**config.mk**
```make
export PLATFORM = sky130hd
export DESIGN_NAME = rpb_cell
export DESIGN_NICKNAME = d
export VERILOG_FILES = /design/src/rtl/rpb_pkg.sv /design/src/rtl/rpb_cell.sv
export SDC_FILE = /design/constraint.sdc
export NUM_CORES = 1
export LEC_CHECK = 0
export BUFFER_PORTS_ARGS = -buffer_cell sky130_fd_sc_hd__buf_2
export CAP_MARGIN = 20
export CORE_UTILIZATION = 46
export CTS_CLUSTER_DIAMETER = 50
export DETAILED_ROUTE_END_ITERATION = 12
export GPL_TIMING_DRIVEN = 0
export PLACE_DENSITY = 0.79
export SLEW_MARGIN = 30
export SYNTH_ARGS = -nofsm -noshare
export SYNTH_HDL_FRONTEND = slang
export SYNTH_SLANG_ARGS = --single-unit
```
**constraint.sdc**
```tcl
create_clock -name clk -period 1.9 [get_ports clk]
set_input_delay 0.38 -clock clk [delete_from_list [all_inputs] [get_ports clk]]
set_output_delay 0.38 -clock clk [all_outputs]
set_load 0.1 [all_outputs]
```
**src/rtl/rpb_pkg.sv**
```systemverilog
`timescale 1ns / 1ps
`default_nettype none
// ----------------------------------------------------------------------------
// RGB palette builder package
// Shared constants and types for the palette builder and its search cells.
// ----------------------------------------------------------------------------
package rpb_pkg;

  // Default number of palette entries.
  localparam int DEFAULT_PALETTE_DEPTH = 256;

  // Each colour channel keeps its top three bits (mask 0xe0).
  localparam int CHANNEL_BITS = 3;
  localparam int KEY_W        = 3 * CHANNEL_BITS;
  localparam int ALPHA_W      = 8;

  // Reduced RGB key as compared by the cells.
  typedef logic [KEY_W-1:0]   key_t;
  typedef logic [ALPHA_W-1:0] alpha_t;

  // Control flags that travel with an item along the chain.
  typedef struct packed {
    logic valid;     // the stage holds an item
    logic clear;     // the item empties the palette as it passes
    logic resolved;  // a cell has already matched or claimed the item
    logic mapped;    // the item has a palette index
    logic added;     // the item created a new entry
  } ctrl_t;

endpackage : rpb_pkg
`default_nettype wire

```
**src/rtl/rpb_cell.sv**
```systemverilog
`timescale 1ns / 1ps
`default_nettype none
// ----------------------------------------------------------------------------
// Palette search cell
// Holds one palette entry, compares the passing item against it, claims the
// entry on a first miss and hands the item on through its output register.
// ----------------------------------------------------------------------------
module rpb_cell
  import rpb_pkg::*;
#(
  parameter int IW         = 8,
  parameter int CW         = 9,
  parameter int CELL_INDEX = 0
) (
  input  wire logic          clk,
  input  wire logic          rst,
  input  wire logic          advance,
  input  wire ctrl_t         prev_ctrl,
  input  wire key_t          prev_key,
  input  wire alpha_t        prev_alpha,
  input  wire logic [IW-1:0] prev_index,
  input  wire logic [CW-1:0] prev_count,
  output ctrl_t              ctrl,
  output key_t               key,
  output alpha_t             alpha,
  output logic [IW-1:0]      index,
  output logic [CW-1:0]      count
);

  // Entry held by this cell.
  logic   occupied;
  key_t   entry_key;
  alpha_t entry_alpha;

  logic occ_eff;
  logic hit;
  logic claim;
  logic occ_next;

  ctrl_t         ctrl_next;
  logic [IW-1:0] index_next;
  logic [CW-1:0] count_next;

  // Compare against the entry as the item sees it, after any clear.
  always_comb begin
    occ_eff  = occupied & ~prev_ctrl.clear;
    hit      = prev_ctrl.valid & ~prev_ctrl.resolved & occ_eff & (entry_key == prev_key);
    claim    = prev_ctrl.valid & ~prev_ctrl.resolved & ~occ_eff;
    occ_next = occ_eff | claim;
  end

  // Result fields handed on to the next cell.
  always_comb begin
    ctrl_next          = prev_ctrl;
    ctrl_next.resolved = prev_ctrl.resolved | hit | claim;
    ctrl_next.mapped   = prev_ctrl.mapped | hit | claim;
    ctrl_next.added    = prev_ctrl.added | claim;
    index_next         = (hit | claim) ? IW'(CELL_INDEX) : prev_index;
    count_next         = prev_count + CW'(occ_next);
  end

  // Occupancy follows every item that passes; reset empties the cell.
  always_ff @(posedge clk) begin
    if (rst) begin
      occupied <= 1'b0;
    end else if (advance && prev_ctrl.valid) begin
      occupied <= occ_next;
    end
  end

  // A claiming item writes its key and alpha into the entry.
  always_ff @(posedge clk) begin
    if (advance && claim) begin
      entry_key   <= prev_key;
      entry_alpha <= prev_alpha;
    end
  end

  // Stage register towards the next cell.
  always_ff @(posedge clk) begin
    if (rst) begin
      ctrl <= '0;
    end else if (advance) begin
      ctrl <= ctrl_next;
    end
  end

  always_ff @(posedge clk) begin
    if (advance) begin
      key   <= prev_key;
      alpha <= prev_alpha;
      index <= index_next;
      count <= count_next;
    end
  end

endmodule : rpb_cell
`default_nettype wire

```
==> run_summary.xml <==
<?xml version="1.0" encoding="UTF-8"?>
<metrics>
  <group name="outcome">
    <metric name="status" unit="">finished clean</metric>
  </group>
  <group name="critical_path">
    <metric name="cp_slowest_stage_delay" unit="ns">0.34</metric>
    <metric name="reg2reg_from" unit="">occupied$_SDFFE_PP0P_</metric>
    <metric name="crit_top_cell" unit="">sky130_fd_sc_hd__ha_1</metric>
    <metric name="reg2reg_setup_slack" unit="ns">0.08</metric>
    <metric name="critical_path.slowest_cell" unit="">sky130_fd_sc_hd__dfxtp_1</metric>
    <metric name="worstReg2RegEnd" unit="">count[8]$_DFFE_PP_</metric>
    <metric name="critPathBufInv" unit="">1</metric>
    <metric name="cpLargestDelayFamily" unit="">simple AND/OR/NAND/NOR gates</metric>
    <metric name="critPathKind" unit="">reg -&gt; reg</metric>
    <metric name="endpoint_kind" unit="">register</metric>
    <metric name="ff2ff_path_depth" unit="">7</metric>
    <metric name="path_cells" unit="">nor2b_2 &gt; nor2_1 &gt; inv_1 &gt; ha_1 &gt; ha_1 &gt; nand4_1 &gt; xnor2_1</metric>
    <metric name="timing.critical_path.from_type" unit="">register</metric>
    <metric name="arrival" unit="ns">1.86</metric>
    <metric name="path_max_fanout" unit="">4</metric>
    <metric name="timing.critical_path.required" unit="ns">1.94</metric>
  </group>
  <group name="timing">
    <metric name="final_hold_viol_count" unit="">0</metric>
    <metric name="slew-limit-headroom" unit="">0.6418</metric>
    <metric name="highest_achievable_clock_rate" unit="MHz">550.6</metric>
    <metric name="worst_pin_slew" unit="ns">0.5333</metric>
    <metric name="finalSetupViolations" unit="">0</metric>
    <metric name="finalCritPeriodShare" unit="">0.9559</metric>
    <metric name="period_needed" unit="ns">1.816</metric>
    <metric name="drv_slew" unit="">0</metric>
    <metric name="skew" unit="ns">0.005148</metric>
    <metric name="finalHoldWorstSlack" unit="ns">0.2611</metric>
  </group>
  <group name="cells_and_area">
    <metric name="fill_cells" unit="">305</metric>
    <metric name="area_growth" unit="%">30.35</metric>
    <metric name="drive_gt1_frac" unit="">0.4724</metric>
    <metric name="final_core_utilization" unit="">0.6427</metric>
    <metric name="fin_area" unit="mm²">0.002424</metric>
    <metric name="antenna_cells_inserted" unit="">0</metric>
    <metric name="post_layout_nonfiller_instances" unit="">247</metric>
    <metric name="final_net_count" unit="">242</metric>
  </group>
  <group name="yosys">
    <metric name="synth_enable_flop_cells" unit="">43</metric>
    <metric name="yosysTopAreaCellShare" unit="">0.6945</metric>
    <metric name="ys_warn_count" unit="">0</metric>
    <metric name="mappedNetlistNets" unit="">155</metric>
    <metric name="syn-mean-instance-area" unit="µm²">16.75</metric>
    <metric name="yosys.area.top_type" unit="">sky130_fd_sc_hd__edfxtp_1</metric>
    <metric name="main_flop_type_after_synthesis" unit="">sky130_fd_sc_hd__edfxtp_1</metric>
    <metric name="postSynthRegisterBits" unit="">49</metric>
    <metric name="netlist_instances" unit="">111</metric>
    <metric name="async_flop_share" unit="">0</metric>
    <metric name="cell_area_synth" unit="mm²">0.001859</metric>
    <metric name="yosys-top-cells-area" unit="">sky130_fd_sc_hd__edfxtp_1 (69%), sky130_fd_sc_hd__dfxtp_1 (6.5%), sky130_fd_sc_hd__xnor2_1 (6.1%), sky130_fd_sc_hd__nor3b_1 (3.2%), sky130_fd_sc_hd__nor2_1 (2.0%)</metric>
    <metric name="seq_area_frac_synth" unit="">0.7591</metric>
    <metric name="yosysUniqueCellTypes" unit="">23</metric>
  </group>
  <group name="power_and_ir_drop">
    <metric name="cellPowerDensity" unit="mW/mm²">1027</metric>
    <metric name="power.static_leakage" unit="nW">0.9928</metric>
    <metric name="finalPower" unit="mW">2.490</metric>
    <metric name="cellInternalPower" unit="mW">1.615</metric>
    <metric name="sw_power" unit="µW">875.3</metric>
    <metric name="seqPwrFrac" unit="">0.508</metric>
    <metric name="power.switching_fraction" unit="">0.3515</metric>
    <metric name="power.combinational.fraction" unit="">0.261</metric>
    <metric name="pwr-share-clk" unit="">0.231</metric>
    <metric name="irDropWorstVdd" unit="µV">477.4</metric>
  </group>
  <group name="clock_network">
    <metric name="cts-htree-levels" unit="">2</metric>
    <metric name="clock_slew_seen_by_the_registers_of_the_worst_setup_and_hold_paths" unit="ns">0.09</metric>
    <metric name="hold_buffers" unit="">0</metric>
    <metric name="cts_tree" unit="">done</metric>
    <metric name="clock_tree.root_cell" unit="">sky130_fd_sc_hd__clkbuf_8</metric>
    <metric name="cts-buffers-inserted" unit="">5</metric>
    <metric name="cts-root-to-sink-buffers" unit="">2</metric>
    <metric name="cts.sinks" unit="">49</metric>
    <metric name="clk-insertion-delay-late" unit="ns">0.29</metric>
  </group>
  <group name="global_routing">
    <metric name="grt_pass1_vias" unit="">1139</metric>
    <metric name="grt_usage" unit="">0.1594</metric>
    <metric name="grt_pass1_wl" unit="mm">5.002</metric>
    <metric name="total_congestion_overflow_after_global_routing" unit="">0</metric>
    <metric name="grt_antenna_before_repair" unit="">0</metric>
    <metric name="largest_net_degree_at_the_start_of_global_routing" unit="">36</metric>
  </group>
  <group name="min_path">
    <metric name="hold_class" unit="">in -&gt; reg</metric>
    <metric name="min_delay_src" unit="">prev_alpha[3]</metric>
    <metric name="worstHoldPathCells" unit="">1</metric>
    <metric name="timing.hold.worst_endpoint" unit="">alpha[3]$_DFFE_PP_</metric>
  </group>
  <group name="detailed_routing">
    <metric name="ant_nets" unit="">0</metric>
    <metric name="wl_met3" unit="µm">265</metric>
    <metric name="routedWlPerCell" unit="µm">12.97</metric>
    <metric name="dr.pass1.iters" unit="">4</metric>
    <metric name="via_per_inst" unit="">4.879</metric>
    <metric name="route.layer.met1.wl" unit="mm">1.342</metric>
    <metric name="drt_drc_violations_left" unit="">0</metric>
    <metric name="dr.max_layer_used" unit="">met4</metric>
    <metric name="drt_wl_total" unit="mm">3.204</metric>
    <metric name="detailed_router_s_first_iteration_violation_count" unit="">57</metric>
    <metric name="via_count" unit="">1205</metric>
    <metric name="wl_met2" unit="mm">1.539</metric>
  </group>
  <group name="place">
    <metric name="detailed_place.area" unit="mm²">0.002325</metric>
    <metric name="hpwlAfterDp" unit="mm">2.453</metric>
    <metric name="placedCellCount" unit="">239</metric>
    <metric name="port_buffers" unit="">80</metric>
    <metric name="finalWeightedCongestion" unit="">0.7147</metric>
  </group>
  <group name="floorplanning">
    <metric name="overall_die_area" unit="mm²">0.004300</metric>
    <metric name="ioPinCount" unit="">81</metric>
    <metric name="floorplan.die.height" unit="µm">65.58</metric>
    <metric name="floorplan.core_area" unit="mm²">0.003771</metric>
    <metric name="initial_utilization" unit="">0.4930</metric>
    <metric name="placementRows" unit="">22</metric>
    <metric name="dieWidth" unit="µm">65.58</metric>
  </group>
  <group name="job">
    <metric name="timing.max_cap.violations" unit="">0</metric>
  </group>
</metrics>
final cells by class:
class                   instances  area, µm²  area share
plain buffers                   2      10.01    0.004130
flip-flops and latches         49       1411      0.5823
clock buffers                   6      72.57     0.02994
multi-input cells              58      444.2      0.1833
repair buffers                 80      402.9      0.1662
inverters                       2      7.507    0.003098
well taps                      48      60.06     0.02478
clock inverters                 2      15.01    0.006195
cell families after synthesis:
group,after synthesis,synth area share
flip-flops,49,0.7591
multiplexers,2,0.01077
XOR/XNOR,16,0.07537
adder cells (fa/ha/maj),2,0.01346
AND/OR/NAND/NOR,33,0.1070
buffers and inverters,4,0.009423
AO/OA/AOI/OAI,5,0.02490
sequential cells by signal (all words and copies together) (netlist names):
| register | cells |
|---|---|
| alpha | 8 |
| occupied | 1 |
| count | 9 |
| ctrl | 5 |
| entry_key | 9 |
| index | 8 |
| key | 9 |
worst max-delay path by stage:
stage / slack [ns] / from / endpoint / cells after the start
after floorplan: 0.17 / advance / entry_key[0]$_DFFE_PP_ / 3
after global placement: -0.84 / advance / entry_key[6]$_DFFE_PP_ / 4
after detailed placement: -0.52 / advance / entry_key[5]$_DFFE_PP_ / 4
after CTS: 0.05 / advance / entry_key[6]$_DFFE_PP_ / 4
after global routing: -0.01 / occupied$_SDFFE_PP0P_ / count[8]$_DFFE_PP_ / 7
final: 0.08 / occupied$_SDFFE_PP0P_ / count[8]$_DFFE_PP_ / 7
layer usage:
metal / up-vias / track usage
met1: 552 / 0.1914
met5: - / 0
li1: 588 / -
met2: 59 / 0.2629
met4: 0 / 0.06793
met3: 6 / 0.05035
through the flow:
| step | setup TNS [ns] | setup slack (ns) |
|---|---|---|
| CTS | 0 | 0.05350 |
| floorplan | 0 | 0.1681 |
| detailed placement | -4.992 | -0.5161 |
| finish | 0 | 0.08388 |
| global route | -0.009505 | -0.009505 |
| global placement | -7.724 | -0.8405 |
what timing repair did:
item,4_1_cts,5_1_grt
buffers inserted,0,0
resized for setup,1,2
setup endpoints to repair,9,10
pin swaps,0,0
power by group through the flow:
| stage | Sequential (mW) | Combinational (mW) | Clock (mW) |
|---|---|---|---|
| CTS | 1.27 | 0.651 | 0.596 |
| floorplan | 1.74 | 0.0636 | 0 |
| global placement | 1.29 | 0.641 | 0 |
| detailed placement | 1.29 | 0.650 | 0 |
| global route | 1.27 | 0.673 | 0.635 |
| finish | 1.27 | 0.649 | 0.576 |
cell usage in the layout, fill, tap and decap left out, drive strengths merged:
cell and count:
buf 82, edfxtp 43, xnor2 13, nor2 10, nor3b 8, dfxtp 6
clkbuf 6, nand4 4, nand3 3, xor2 3, inv 2, mux2i 2
o41a 2, ha 2, clkinvlp 2, nor2b 2, and3 1, and2 1
nand2 1, nand2b 1, nor3 1, nor4 1, a21oi 1, a311oi 1
a211oi 1
synthesized netlist by cell type (all sizes together), types with 2 or more instances:
cell type / instances
ha: 2
buf: 2
xnor2: 13
dfxtp: 6
xor2: 3
mux2i: 2
nor2: 10
nor2b: 2
o41a: 2
nand4: 4
nor3b: 8
inv: 2
nand3: 3
edfxtp: 43
Power figures use the tool's default switching activity.
